--- src/hw/rtl/sfc_pkg.sv ---
// Shared constants, types and the byte-wide CRC update for the serial frame checker.
// Used by serial_frame_checker_crc16; depends on nothing else.
package sfc_pkg;

  // Frame geometry and checking constants.
  localparam int MAX_FRAME      = 256;
  localparam int COUNT_W        = $clog2(MAX_FRAME + 2);
  localparam int FRAME_W        = 9;
  localparam int WINDOW         = 5;
  localparam int FRAME_OVERHEAD = 2 + 2 + 2 + 3 + 2;

  localparam logic [15:0] CRC_INIT     = 16'hFFFF;
  localparam logic [15:0] CRC_POLY     = 16'h1021;
  localparam logic [15:0] FRAME_HEADER = 16'h01AA;
  localparam logic [15:0] ANY_COMMAND  = 16'h0101;

  localparam logic [7:0] FOOTER_0 = 8'hFF;
  localparam logic [7:0] FOOTER_1 = 8'h0D;
  localparam logic [7:0] FOOTER_2 = 8'h0A;

  // Verdict codes, first failing check wins.
  typedef enum logic [2:0] {
    ST_OK         = 3'd0,
    ST_BAD_HEADER = 3'd1,
    ST_BAD_CMD    = 3'd2,
    ST_BAD_LENGTH = 3'd3,
    ST_BAD_CRC    = 3'd4
  } status_t;

  // CRC16/CCITT-FALSE update by one byte, MSB first, no reflection.
  function automatic logic [15:0] crc_fold(input logic [15:0] crc, input logic [7:0] b);
    logic [15:0] v;
    v = crc ^ {b, 8'h00};
    for (int k = 0; k < 8; k++) begin
      if (v[15]) begin
        v = {v[14:0], 1'b0} ^ CRC_POLY;
      end else begin
        v = {v[14:0], 1'b0};
      end
    end
    return v;
  endfunction

endpackage

--- src/hw/rtl/serial_frame_checker_crc16.sv ---
// Accepted bytes wait in the input register; a verdict goes on to the result register.
// One byte per cycle unless stalled; the frame state updates once per byte in one pass.
// A stalled verdict blocks only the byte that would produce the next verdict.
// Reset (rst, synchronous) clears the frame state, the expected command and both valids.
// Top level of the serial frame checker; depends on sfc_pkg.
module serial_frame_checker_crc16 (
  input  logic                               clk,
  input  logic                               rst,
  input  logic                               cfg_wr_en,
  input  logic [15:0]                        cfg_wr_data,
  input  logic                               in_valid,
  output logic                               in_stall,
  input  logic [7:0]                         rx_byte,
  output logic                               out_valid,
  input  logic                               out_stall,
  output sfc_pkg::status_t                   status,
  output logic [15:0]                        command,
  output logic [15:0]                        length_field,
  output logic [sfc_pkg::FRAME_W-1:0]        frame_bytes
);
  import sfc_pkg::*;

  // Configuration and input register.
  logic [15:0]        match_command;
  logic               s1_valid;
  logic [7:0]         s1_byte;

  // Frame state.
  logic [COUNT_W-1:0] byte_count;
  logic [15:0]        header_word;
  logic [15:0]        command_word;
  logic [15:0]        length_word;
  logic [15:0]        running_crc;
  logic [7:0]         recent_bytes [WINDOW];

  // Combinational results of the single pass.
  logic [COUNT_W-1:0] byte_count_next;
  logic [15:0]        header_word_next;
  logic [15:0]        command_word_next;
  logic [15:0]        length_word_next;
  logic [15:0]        running_crc_next;
  logic [15:0]        rx_crc;
  logic [15:0]        count_ext;
  logic               verdict;
  logic               advance;
  status_t            status_next;

  // The configuration register is written directly.
  always_ff @(posedge clk) begin
    if (rst) begin
      match_command <= '0;
    end else if (cfg_wr_en) begin
      match_command <= cfg_wr_data;
    end
  end

  // Per-byte update of the frame state and the verdict decision.
  always_comb begin
    header_word_next  = header_word;
    command_word_next = command_word;
    length_word_next  = length_word;
    unique case (byte_count)
      COUNT_W'(0): header_word_next  = {s1_byte, header_word[7:0]};
      COUNT_W'(1): header_word_next  = {header_word[15:8], s1_byte};
      COUNT_W'(2): command_word_next = {s1_byte, command_word[7:0]};
      COUNT_W'(3): command_word_next = {command_word[15:8], s1_byte};
      COUNT_W'(4): length_word_next  = {s1_byte, length_word[7:0]};
      COUNT_W'(5): length_word_next  = {length_word[15:8], s1_byte};
      default: ;
    endcase

    // The oldest window byte joins the CRC as it leaves the window.
    if (byte_count >= COUNT_W'(WINDOW)) begin
      running_crc_next = crc_fold(running_crc, recent_bytes[0]);
    end else begin
      running_crc_next = running_crc;
    end

    if (byte_count < COUNT_W'(MAX_FRAME + 1)) begin
      byte_count_next = byte_count + COUNT_W'(1);
    end else begin
      byte_count_next = byte_count;
    end

    verdict = (byte_count_next >= COUNT_W'(3)) && (recent_bytes[3] == FOOTER_0) &&
              (recent_bytes[4] == FOOTER_1) && (s1_byte == FOOTER_2);
    rx_crc    = {recent_bytes[1], recent_bytes[2]};
    count_ext = 16'(byte_count_next);

    priority if (header_word_next != FRAME_HEADER) begin
      status_next = ST_BAD_HEADER;
    end else if (command_word_next != match_command &&
                 command_word_next != ANY_COMMAND) begin
      status_next = ST_BAD_CMD;
    end else if (byte_count_next > COUNT_W'(MAX_FRAME) ||
                 byte_count_next < COUNT_W'(FRAME_OVERHEAD) ||
                 length_word_next != count_ext - 16'(FRAME_OVERHEAD)) begin
      status_next = ST_BAD_LENGTH;
    end else if (running_crc_next != rx_crc) begin
      status_next = ST_BAD_CRC;
    end else begin
      status_next = ST_OK;
    end
  end

  // A byte that closes a frame moves on only when the result register frees up.
  assign advance  = !verdict || !out_valid || !out_stall;
  assign in_stall = s1_valid && !advance;

  // Input register: holds one accepted byte until it is processed.
  always_ff @(posedge clk) begin
    if (rst) begin
      s1_valid <= 1'b0;
    end else if (in_valid && !in_stall) begin
      s1_valid <= 1'b1;
    end else if (advance) begin
      s1_valid <= 1'b0;
    end
  end

  always_ff @(posedge clk) begin
    if (in_valid && !in_stall) begin
      s1_byte <= rx_byte;
    end
  end

  // Frame state register, cleared after every verdict.
  always_ff @(posedge clk) begin
    if (rst) begin
      byte_count   <= '0;
      header_word  <= '0;
      command_word <= '0;
      length_word  <= '0;
      running_crc  <= CRC_INIT;
      for (int i = 0; i < WINDOW; i++) begin
        recent_bytes[i] <= '0;
      end
    end else if (s1_valid && advance) begin
      if (verdict) begin
        byte_count   <= '0;
        header_word  <= '0;
        command_word <= '0;
        length_word  <= '0;
        running_crc  <= CRC_INIT;
        for (int i = 0; i < WINDOW; i++) begin
          recent_bytes[i] <= '0;
        end
      end else begin
        byte_count   <= byte_count_next;
        header_word  <= header_word_next;
        command_word <= command_word_next;
        length_word  <= length_word_next;
        running_crc  <= running_crc_next;
        for (int i = 0; i < WINDOW - 1; i++) begin
          recent_bytes[i] <= recent_bytes[i + 1];
        end
        recent_bytes[WINDOW - 1] <= s1_byte;
      end
    end
  end

  // Result register: holds a verdict transaction until it is taken.
  always_ff @(posedge clk) begin
    if (rst) begin
      out_valid <= 1'b0;
    end else if (s1_valid && advance && verdict) begin
      out_valid <= 1'b1;
    end else if (!out_stall) begin
      out_valid <= 1'b0;
    end
  end

  always_ff @(posedge clk) begin
    if (s1_valid && advance && verdict) begin
      status       <= status_next;
      command      <= command_word_next;
      length_field <= length_word_next;
      frame_bytes  <= FRAME_W'(byte_count_next);
    end
  end

  // A stall toward the sender only comes from a pending byte.
  a_stall_needs_byte: assert property (@(posedge clk) disable iff (rst)
    in_stall |-> s1_valid)
    else $error("in_stall raised with no pending byte");

  // A frame-closing byte never overwrites a verdict that is still stalled.
  a_no_overwrite: assert property (@(posedge clk) disable iff (rst)
    (s1_valid && verdict && out_valid && out_stall) |-> in_stall)
    else $error("verdict would overwrite a stalled result");

  // After a verdict, the next frame starts from an empty count.
  a_clear_after_verdict: assert property (@(posedge clk) disable iff (rst)
    (s1_valid && advance && verdict) |=> (byte_count == '0))
    else $error("frame state not cleared after verdict");

  // The byte count saturates one past the frame limit.
  a_count_bound: assert property (@(posedge clk) disable iff (rst)
    byte_count <= COUNT_W'(MAX_FRAME + 1))
    else $error("byte count above saturation value");

  // No byte reaches the CRC until the window has filled.
  a_crc_idle_early: assert property (@(posedge clk) disable iff (rst)
    (byte_count <= COUNT_W'(WINDOW)) |-> (running_crc == CRC_INIT))
    else $error("CRC changed before the window filled");

endmodule

--- config.mk ---
export PLATFORM = sky130hd
export DESIGN_NAME = serial_frame_checker_crc16
export DESIGN_NICKNAME = d
export VERILOG_FILES = /design/src/hw/rtl/sfc_pkg.sv /design/src/hw/rtl/serial_frame_checker_crc16.sv
export SDC_FILE = /design/constraint.sdc
export NUM_CORES = 1
export LEC_CHECK = 0
export BUFFER_PORTS_ARGS = -buffer_cell sky130_fd_sc_hd__buf_2
export CAP_MARGIN = 30
export CORE_ASPECT_RATIO = 0.9
export CORE_UTILIZATION = 55
export CTS_CLUSTER_SIZE = 12
export DETAILED_ROUTE_END_ITERATION = 10
export PLACE_DENSITY_LB_ADDON = 0.2
export SLEW_MARGIN = 15
export SYNTH_ARGS = -nofsm -noshare
export SYNTH_HDL_FRONTEND = slang
export SYNTH_SLANG_ARGS = --single-unit
--- constraint.sdc ---
create_clock -name clk -period 7.3 [get_ports clk]
set_clock_uncertainty 0.2 [all_clocks]
set_input_delay 1.46 -clock clk [delete_from_list [all_inputs] [get_ports clk]]
set_output_delay 1.46 -clock clk [all_outputs]
set_load 0.01 [all_outputs]
==> results of run 1 <==
-- cell usage in the layout (no fill, tap or decap), drive strengths merged, types with 6 or more instances in the layout --
master / netlist / layout
edfxtp: 92 / 92
dfxtp: 91 / 91
buf: 18 / 83
a22o: 70 / 70
and2: 52 / 52
xnor2: 46 / 46
nor2: 41 / 41
nand2: 37 / 37
mux2i: 27 / 27
o21ai: 27 / 27
inv: 19 / 23
clkbuf: 32 / 23
xor2: 22 / 22
nor3: 19 / 19
a21oi: 14 / 14
nand3: 13 / 13
a31oi: 11 / 11
o22a: 11 / 11
nand4: 10 / 10
a22oi: 9 / 9
and3: 9 / 9
or4: 7 / 7
nor4: 7 / 7
ha: 6 / 6
nor4b: 6 / 6
-- layer usage --
layer | up-vias | global-route usage | routed length [um]
met5 | - | 0 | 0
met4 | 0 | 0.1037 | 509
met3 | 43 | 0.05870 | 1669
met2 | 290 | 0.4072 | 9491
met1 | 3188 | 0.3828 | 9597
li1 | 2989 | - | -
-- worst paths after layout --
kind	to	slack (ps)	cells past startpoint
setup / recovery	in_stall	1980	11
hold / removal	header_word[4]	280	1
hold reg to reg	header_word[4]	280	1
setup reg to reg	running_crc[2]	2630	11
-- state kept, by name (all words and copies together) (netlist names), 16 cells and up --
name	cells
length_field	16
command_word	16
command	16
length_word	16
recent_bytes	40
match_command	16
header_word	16
running_crc	16
-- power groups by stage --
stage          clock network, mW  logic (mW)  registers (mW)
2_1_floorplan                  0       0.103            1.14
3_3_place_gp                   0       0.136            1.15
3_5_place_dp                   0       0.141            1.15
4_1_cts                    0.878       0.142            1.13
5_1_grt                    0.922       0.156            1.13
6_report                   0.870       0.146            1.13
-- final cells by class --
cell class                      count  area [um2]
Fill cell                        1190        5349
Timing Repair Buffer               83       450.4
Clock buffer                       23       499.2
Clock inverter                      9       61.31
Sequential cell                   183        4584
Inverter                           19       71.32
Multi-Input combinational cell    517        3714
Tap cell                          198       247.7
-- per-stage QoR --
| step | total power [mW] | instances | util | worst slack, ps |
|---|---|---|---|---|
| global placement | 1.286 | 999 | 0.6041 | 2613 |
| global route | 2.210 | 1032 | 0.6429 | 1758 |
| finish | 2.146 | 1032 | 0.6429 | 1978 |
| CTS | 2.149 | 1031 | 0.6415 | 2031 |
| floorplan | 1.240 | 769 | - | 2248 |
| detailed placement | 1.292 | 999 | 0.6041 | 2492 |
-- cells by family (layout without fill, tap and decap cells) --
kind of cell / after synthesis / in the layout / synth area share
AO/OA/AOI/OAI: 191 / 191 / 0.1748
XOR/XNOR: 68 / 68 / 0.06941
AND/OR/NAND/NOR: 225 / 225 / 0.1468
adder cells (fa/ha/maj): 6 / 6 / 0.008749
multiplexers: 27 / 27 / 0.03150
buffers and inverters: 69 / 134 / 0.03441
flip-flops: 183 / 183 / 0.5343
==> results.md, run 1 <==
- Outcome: finished clean
- Synth warn: 0
- Slew of the pin with the lowest slew margin: 955.9 ps
- Finished Cell Area: 9628 um2
- DIE WIDTH: 133.7 um
- # IOs: 75
- Num CTS Buffers: 17
- Reg2reg start: byte_count[4]
- Core footprint: 14980 um2
- Crit share post-route: 0.7290
- Vias in the first global route: 6133
- Post-synthesis cell type count: 68
- CP Cell Sequence: or4_1 -> o41ai_2 -> o21ai_1 -> inv_1 -> ha_1 -> nor3_1 -> a41o_1 -> inv_1 -> nand2_1 -> nor2_1 -> buf_2
- Nets: 856
- Seq/Total Area, Yosys: 0.5343
- Peak supply drop: 0.1758 mV
- Crit start category: register
- Hold_buf cts: 0
- Post-synth EDFFs: 92
- #FFs+latches synth: 183
- Yosys top cell area share: 0.3220
- TNS Setup: 0 ps
- Top delay family on crit path: simple AND/OR/NAND/NOR gates
- Rows: 42
- GRT Total Usage: 0.2708
- Most frequent cell after synthesis: edfxtp_1
- Final Max Tran Viols: 0
- Final Hold Slack: 278.5 ps
- Number of H-tree levels: 4
- Initial DRC count: 598
- Antenna diode count: 0
- Crit path DAT: 3660 ps
- Pwr/cell area: 222.9 nW/um2
- Crit-path most repeated cell: inv_1
- Net Switching: 0.5056 mW
- CP required: 5640 ps
- Largest net degree at the start of global routing: 48
- Initial core utilization: 0.5729
- Number of max-cap violations: 0
- CTS tree: built
- Syn avg cell area: 11.16 um2
- PortBufs: 74
- Synth area leaders: edfxtp_1 32%, dfxtp_1 21%, a22o_1 7.1%
- Largest area contributor in the netlist: edfxtp_1
- Initial DRT Pass Iterations: 6
- Area Growth Syn to Fin: 12.20%
- Post-synth top cells: 92 x edfxtp_1, 91 x dfxtp_1, 70 x a22o_1
- Register share of total power: 0.526
- Layout cells sized above 1: 0.1559
- Crit path max-delay cell type: or4_1
- DR DRC count: 0
- Synth async-reset ratio: 0
- Post-CTS Setup Bufs: 0
- Vias: 6510
- Placed inst area: 9047 um2
- Internal power component: 1.640 mW
- Period minus WS final: 5322 ps
- Root Driver: clkbuf_16
- Clk_lat worst skew: 430 ps
- Crit. End Element: output port
- Maximum clock frequency: 187.9 MHz
- Full die area: 16110 um2
- # setup viols final: 0
- CTS sink count: 183
- Headroom to the max-slew limit: 0.3578
- Clk pin slew, worst setup/hold paths: 60 ps
- Critical path type: register to output port
- Switch share: 0.2356
- Post-Syn Instances: 769
- Worst Hold Class: register to register
- Antenna violations before repair: 0
- Max Root-Sink Buffers: 2
- Post-DR wirelength/cell: 20.61 um
- Combinational group share of total power: 0.068
- Worst Path Buf+Inv: 3
- Unrepaired setup endpoints after global routing: no
- Vias per cell: 6.308
- CP peak stage delay: 860 ps
- Hold_sp: header_word[4]
- Gpl congestion: 0.9903
- Pleak: 3.832 nW
- Detail Route Antenna Nets: 0
- Post-Synthesis Net Count: 804
- Final HPWL DP: 14270 um
- Mapped cell area: 8581 um2
- First-pass GRT wire length: 32970 um
- Die Height: 120.5 um
- Clock share of power: 0.405
- Worst setup path startpoint: byte_count[4]
- CTS resizes: 0
- WL final: 21270 um
- Synth Flop Type: edfxtp_1
- Hold violation count in the final report: 0
- Crit-path max FO: 14
- Grt total ovfl: 0
Power figures use the tool's default switching activity.
==> inputs of run 2 (changes only) <==
--- a/config.mk
+++ b/config.mk
@@ -8,7 +8,7 @@
 export BUFFER_PORTS_ARGS = -buffer_cell sky130_fd_sc_hd__buf_2
 export CAP_MARGIN = 30
 export CORE_ASPECT_RATIO = 0.9
-export CORE_UTILIZATION = 55
+export CORE_UTILIZATION = 54
 export CTS_CLUSTER_SIZE = 12
 export DETAILED_ROUTE_END_ITERATION = 10
 export PLACE_DENSITY_LB_ADDON = 0.2
==> constraint.sdc (replaced) <==
create_clock -name clk -period 4.4 [get_ports clk]
set_clock_uncertainty 0.2 [all_clocks]
set_input_delay 0.88 -clock clk [delete_from_list [all_inputs] [get_ports clk]]
set_output_delay 0.88 -clock clk [all_outputs]
set_load 0.01 [all_outputs]
==> results.md, run 2 (synthesized netlist as in run 1, its figures left out) <==
- CP peak stage delay: 570 ps (-290 ps)
- Root Driver: clkbuf_16
- Clk_lat worst skew: 430 ps (about the same)
- Top reg by flops: recent_bytes
- Total power: 3.637 mW (+69%)
- Crit share post-route: 0.9601
- Crit-path most repeated cell: inv_1
- CTS tree: built
- Grt met2 use: 0.3940 (-0.01322)
- Crit. End Element: output port
- Gr busiest metal: met2
- GRT Total Usage: 0.2595 (-0.01129)
- Peak supply drop: 0.3074 mV (+75%)
- Max reg flops: 40 (unchanged)
- Unrepaired setup endpoints after global routing: no
- Vias: 6441 (-1.1%)
- Met3 Use GR: 0.06409 (+0.005386)
- Largest net degree at the start of global routing: 41 (-15%)
- Antenna diode count: 0 (unchanged)
- Final Max Tran Viols: 0 (unchanged)
- Crit start category: register
- Crit path DAT: 3140 ps (-520 ps)
- Top delay family on crit path: simple AND/OR/NAND/NOR gates
- Most common cell after layout, fill and taps aside: edfxtp_1
- TNS Setup: 0 ps (unchanged)
- First-pass GRT wire length: 32360 um (-1.8%)
- Detail Route Antenna Nets: 0 (unchanged)
- DIE WIDTH: 134.9 um (+0.91%)
- Vias in the first global route: 6138 (+0.082%)
- Full die area: 16400 um2 (+1.8%)
- Layout cells sized above 1: 0.1808 (+0.02488)
- Antenna violations before repair: 0 (unchanged)
- Initial core utilization: 0.5538 (-0.01915)
- Initial DRT Pass Iterations: 5 (-1)
- Final HPWL DP: 13990 um (-2.0%)
- Crit-path max FO: 11 (-3)
- # setup viols final: 0 (unchanged)
- Pleak: 3.936 nW (+2.7%)
- Crit path max-delay cell type: or4_4
- Post-DR wirelength/cell: 19.46 um (-5.6%)
- Period minus WS final: 4224 ps
- Met1 track demand over resource: 0.3623 (-0.02049)
- Hold violation count in the final report: 0 (unchanged)
- Number of max-cap violations: 0 (unchanged)
- Die Height: 121.6 um (+0.91%)
- Number of H-tree levels: 4 (unchanged)
- DR DRC count: 0 (unchanged)
- Nets: 874 (+2.1%)
- Cell total after placement: 1022 (+2.3%)
- Rows: 43 (+2.4%)
- WL final: 20510 um (-3.6%)
- # IOs: 75 (unchanged)
- Commonest cells after routing, fill and taps aside: 92 x edfxtp_1, 88 x dfxtp_1, 74 x buf_2
- CP required: 3320 ps (-2320 ps)
- Num CTS Buffers: 17 (unchanged)
- Worst Hold Class: register to register
- Maximum clock frequency: 236.7 MHz
- Slew of the pin with the lowest slew margin: 848.4 ps (-107.5 ps)
- Core footprint: 15490 um2 (+3.5%)
- Pwr/cell area: 369.7 nW/um2 (+66%)
- Layout Cells excl Fill: 1054 (+2.1%)
- Outcome: finished clean
- CP Cell Sequence: or4_4 -> o41ai_4 -> o21ai_2 -> inv_1 -> ha_2 -> nor3_1 -> a41o_1 -> inv_1 -> nand2_1 -> nor2_2 -> buf_2
- Grt total ovfl: 0 (unchanged)
- Max Root-Sink Buffers: 2 (unchanged)
- Worst Path Buf+Inv: 3 (unchanged)
- Vias per cell: 6.111 (-3.1%)
- Post-CTS Setup Bufs: 0 (unchanged)
- Area Growth Syn to Fin: 14.63%
- CTS sink count: 183 (unchanged)
- PortBufs: 74 (unchanged)
- Critical path type: register to output port
- Headroom to the max-slew limit: 0.4344 (+0.07655)
- Gpl congestion: 0.9099 (-8.1%)
- Finished Cell Area: 9836 um2 (+2.2%)
- Initial DRC count: 518 (-13%)
- Clk pin slew, worst setup/hold paths: 60 ps (about the same)
- Placed inst area: 9208 um2 (+1.8%)
## run 2: report_power, final
part           leakage [nW]  internal, mW  switching, mW
clock network         0.283         0.903          0.614
registers              1.73          1.83         0.0368
logic                  1.93        0.0949          0.160
## run 2: path summary, 6_finish.rpt
| check | startpoint | end | slack, ps | depth (start not counted) |
|---|---|---|---|---|
| worst min register to register | header_word[3] | header_word[3] | 280 | 1 |
| worst min-delay path | header_word[3] | header_word[3] | 280 | 1 |
| worst max-delay path | byte_count[4] | in_stall | 180 | 11 |
| worst max register to register | byte_count[1] | status[1] | 320 | 10 |
## run 2: area by class of cell
type                            instances  area (um2)
Multi-Input combinational cell        517        3755
Sequential cell                       183        4588
Inverter                               19       71.32
Tap cell                              202       252.7
Timing Repair Buffer                  101       585.6
Clock buffer                           22       454.2
Clock inverter                         10       128.9
Fill cell                            1240        5659
## run 2: routing by layer
metal / routed length [um] / part of all wire
met1: 9188 / 0.45
met5: 0 / 0
met4: 495 / 0.024
met3: 1671 / 0.081
met2: 9154 / 0.45
## run 2: stage by stage
| step | setup slack, ps | utilization | hold slack [ps] |
|---|---|---|---|
| after CTS | 23.02 | 0.6328 | 272.2 |
| after floorplan | 336.2 | - | 225.9 |
| after global routing | 9.697 | 0.6348 | 283.8 |
| after global placement | 498.3 | 0.5942 | 241.1 |
| final | 175.7 | 0.6348 | 278.1 |
| after detailed placement | 398.1 | 0.5942 | 253.9 |
## run 2: what timing repair did
action,4_1_cts,5_1_grt
hold buffers,0,0
endpoints found under the hold margin,0,0
endpoints found under the setup margin,1,1
resized for setup,2,9
==> inputs of run 3 (changes only) <==
==> constraint.sdc (replaced) <==
create_clock -name clk -period 4.4 [get_ports clk]
set_clock_uncertainty 0.2 [all_clocks]
set_input_delay 0.88 -clock clk [delete_from_list [all_inputs] [get_ports clk]]
set_output_delay 0.88 -clock clk [all_outputs]
set_load 0.05 [all_outputs]
==> results.md, run 3 (synthesized netlist as in run 1, its figures left out) <==
- WL final: 20880 um (+1.8%)
- Slew of the pin with the lowest slew margin: 819.0 ps (-29.43 ps)
- Peak supply drop: 0.3716 mV (+21%)
- Worst Hold Class: register to register
- Top delay family on crit path: compound AO/OA/AOI/OAI gates
- Final HPWL DP: 14460 um (+3.3%)
- Rows: 43 (unchanged)
- Root Driver: clkbuf_16
- CTS tree: built
- Max reg flops: 40 (unchanged)
- Crit share post-route: 0.9989 (+0.03885)
- CTS sink count: 183 (unchanged)
- Core footprint: 15490 um2 (unchanged)
- CP Cell Sequence: buf_4 -> ha_1 -> and4b_1 -> o211a_1 -> a2bb2oi_1 -> a41o_1 -> inv_1 -> nand2_1 -> nor2_2 -> buf_4
- # IOs: 75 (unchanged)
- Most common cell after layout, fill and taps aside: edfxtp_1
- Fillers: 1277 (+3.0%)
- Layout cells sized above 1: 0.1799 (-0.0008446)
- CTS resizes: 4 (+2)
- Crit path DAT: 3320 ps (+180 ps)
- Final Hold Slack: 279.0 ps (+0.8720 ps)
- # setup viols final: 0 (unchanged)
- GRT Total Usage: 0.2620 (+0.002463)
- Commonest cells after routing, fill and taps aside: 92 x edfxtp_1, 89 x dfxtp_1, 73 x buf_2
- PortBufs: 74 (unchanged)
- Pwr/cell area: 357.2 nW/um2 (-3.4%)
- Largest net degree at the start of global routing: 41 (unchanged)
- Initial DRT Pass Iterations: 5 (unchanged)
- Cell total after placement: 1026 (+0.39%)
- Post-CTS Setup Bufs: 0 (unchanged)
- Clk_lat worst skew: 440 ps (about the same)
- Initial core utilization: 0.5538 (unchanged)
- Worst Hold Path EP: header_word[8]
- Gpl congestion: 0.9091 (about the same)
- Grt total ovfl: 0 (unchanged)
- Outcome: finished clean
- Reg2reg path depth: 10 (unchanged)
- Crit start category: register
- Post-DR wirelength/cell: 19.74 um (+1.4%)
- Pre-CTS setup slack: 200.3 ps (-197.7 ps)
- Antenna violations before repair: 0 (unchanged)
- Crit-path max FO: 13 (+2)
- DR DRC count: 0 (unchanged)
- Hold violation count in the final report: 0 (unchanged)
- Headroom to the max-slew limit: 0.4540 (+0.01962)
- Vias: 6559 (+1.8%)
- Crit-path most repeated cell: buf_4
- Grt met2 use: 0.3876 (-0.006443)
- Hold-critical path depth: 1 (unchanged)
- Pleak: 3.915 nW (-0.52%)
- Unrepaired setup endpoints after global routing: yes
- Met3 Use GR: 0.05493 (-0.009155)
- Worst Path Buf+Inv: 3 (unchanged)
- Crit path max-delay cell type: a2bb2oi_1
- Number of max-cap violations: 0 (unchanged)
- Gr busiest metal: met2
- Detail Route Antenna Nets: 0 (unchanged)
- Antenna diode count: 0 (unchanged)
- Period minus WS final: 4395 ps (+170.9 ps)
- Met1 track demand over resource: 0.3727 (+0.01036)
- Layout Cells excl Fill: 1058 (+0.38%)
- Vias in the first global route: 6094 (-0.72%)
- Full die area: 16400 um2 (unchanged)
- RR Endpoint: status[1]
- Die Height: 121.6 um (unchanged)
- First-pass GRT wire length: 32480 um (+0.36%)
- Area Growth Syn to Fin: 14.03%
- Maximum clock frequency: 227.5 MHz (-3.9%)
- Num CTS Buffers: 17 (unchanged)
- DIE WIDTH: 134.9 um (unchanged)
- CP required: 3320 ps (about the same)
- Final worst slack: 4.763 ps (-170.9 ps)
- Top reg by flops: recent_bytes
- Number of H-tree levels: 4 (unchanged)
- Reg2reg start: byte_count[1]
- Hold_sp: header_word[8]
- CP peak stage delay: 490 ps (-80 ps)
- Initial DRC count: 619 (+19%)
- Crit. End Element: output port
- Vias per cell: 6.199 (+1.4%)
- Hold_buf cts: 0 (unchanged)
- Register-to-Register Setup Slack: 250 ps (-70 ps)
- Final Max Tran Viols: 0 (unchanged)
- Nets: 878 (+0.46%)
- Clk pin slew, worst setup/hold paths: 60 ps (about the same)
- Max Root-Sink Buffers: 2 (unchanged)
- Critical path type: register to output port
==> run 3: final cells by class <==
class / instances / area, um2 / share of cell area
sequential: 183 / 4587 / 0.4688
timing repair buffer: 105 / 618.1 / 0.06317
inverter: 19 / 71.32 / 0.007289
clock buffer: 21 / 440.4 / 0.04501
tap: 202 / 252.7 / 0.02583
multi-input combinational: 517 / 3739 / 0.3821
clock inverter: 11 / 76.32 / 0.007801
==> run 3: worst max path at each step <==
| stage | startpoint | to | slack, ps | depth (start not counted) |
|---|---|---|---|---|
| 5_1_grt | byte_count[1] | in_stall | -90 | 10 |
| 4_1_cts | byte_count[6] | in_stall | 20 | 11 |
| 3_5_place_dp | byte_count[1] | status[1] | 200 | 10 |
| 3_3_place_gp | byte_count[1] | status[1] | 330 | 10 |
| 2_1_floorplan | byte_count[5] | command[0] | 340 | 12 |
| 6_report | byte_count[1] | in_stall | 5 | 10 |
==> run 3: worst register-to-register path, cell delays in order (launching register included) <==
cell      delay (ps)
dfxtp_1          330
buf_4            210
ha_1             330
nor4b_2          530
nand3_1          490
a22o_1           380
xor2_1           150
or4_1            550
nor3_1           340
a31o_2           230
a21boi_0         120
==> run 3: where the power goes <==
group | total, mW | switching, mW | internal (mW) | leakage, nW
sequential | 1.86 | 0.0331 | 1.83 | 1.73
clock | 1.38 | 0.654 | 0.721 | 0.243
combinational | 0.259 | 0.163 | 0.0963 | 1.95
==> run 3: per-layer routing <==
layer  wire [um]  vias up
li1            -     3031
met1        9516     3177
met2        9272      310
met3        1577       41
met4         518        0
met5           0        -
==> run 3: through the flow <==
step                      power [mW]  TNS (ps)    util  instance area (um2)
after floorplan                2.057         0       -                 8584
after global placement         2.141         0  0.5962                 9238
after detailed placement       2.150         0  0.5962                 9238
after CTS                      3.504         0  0.6307                 9772
after global routing           3.597    -92.76  0.6315                 9784
final                          3.495         0  0.6315                 9784
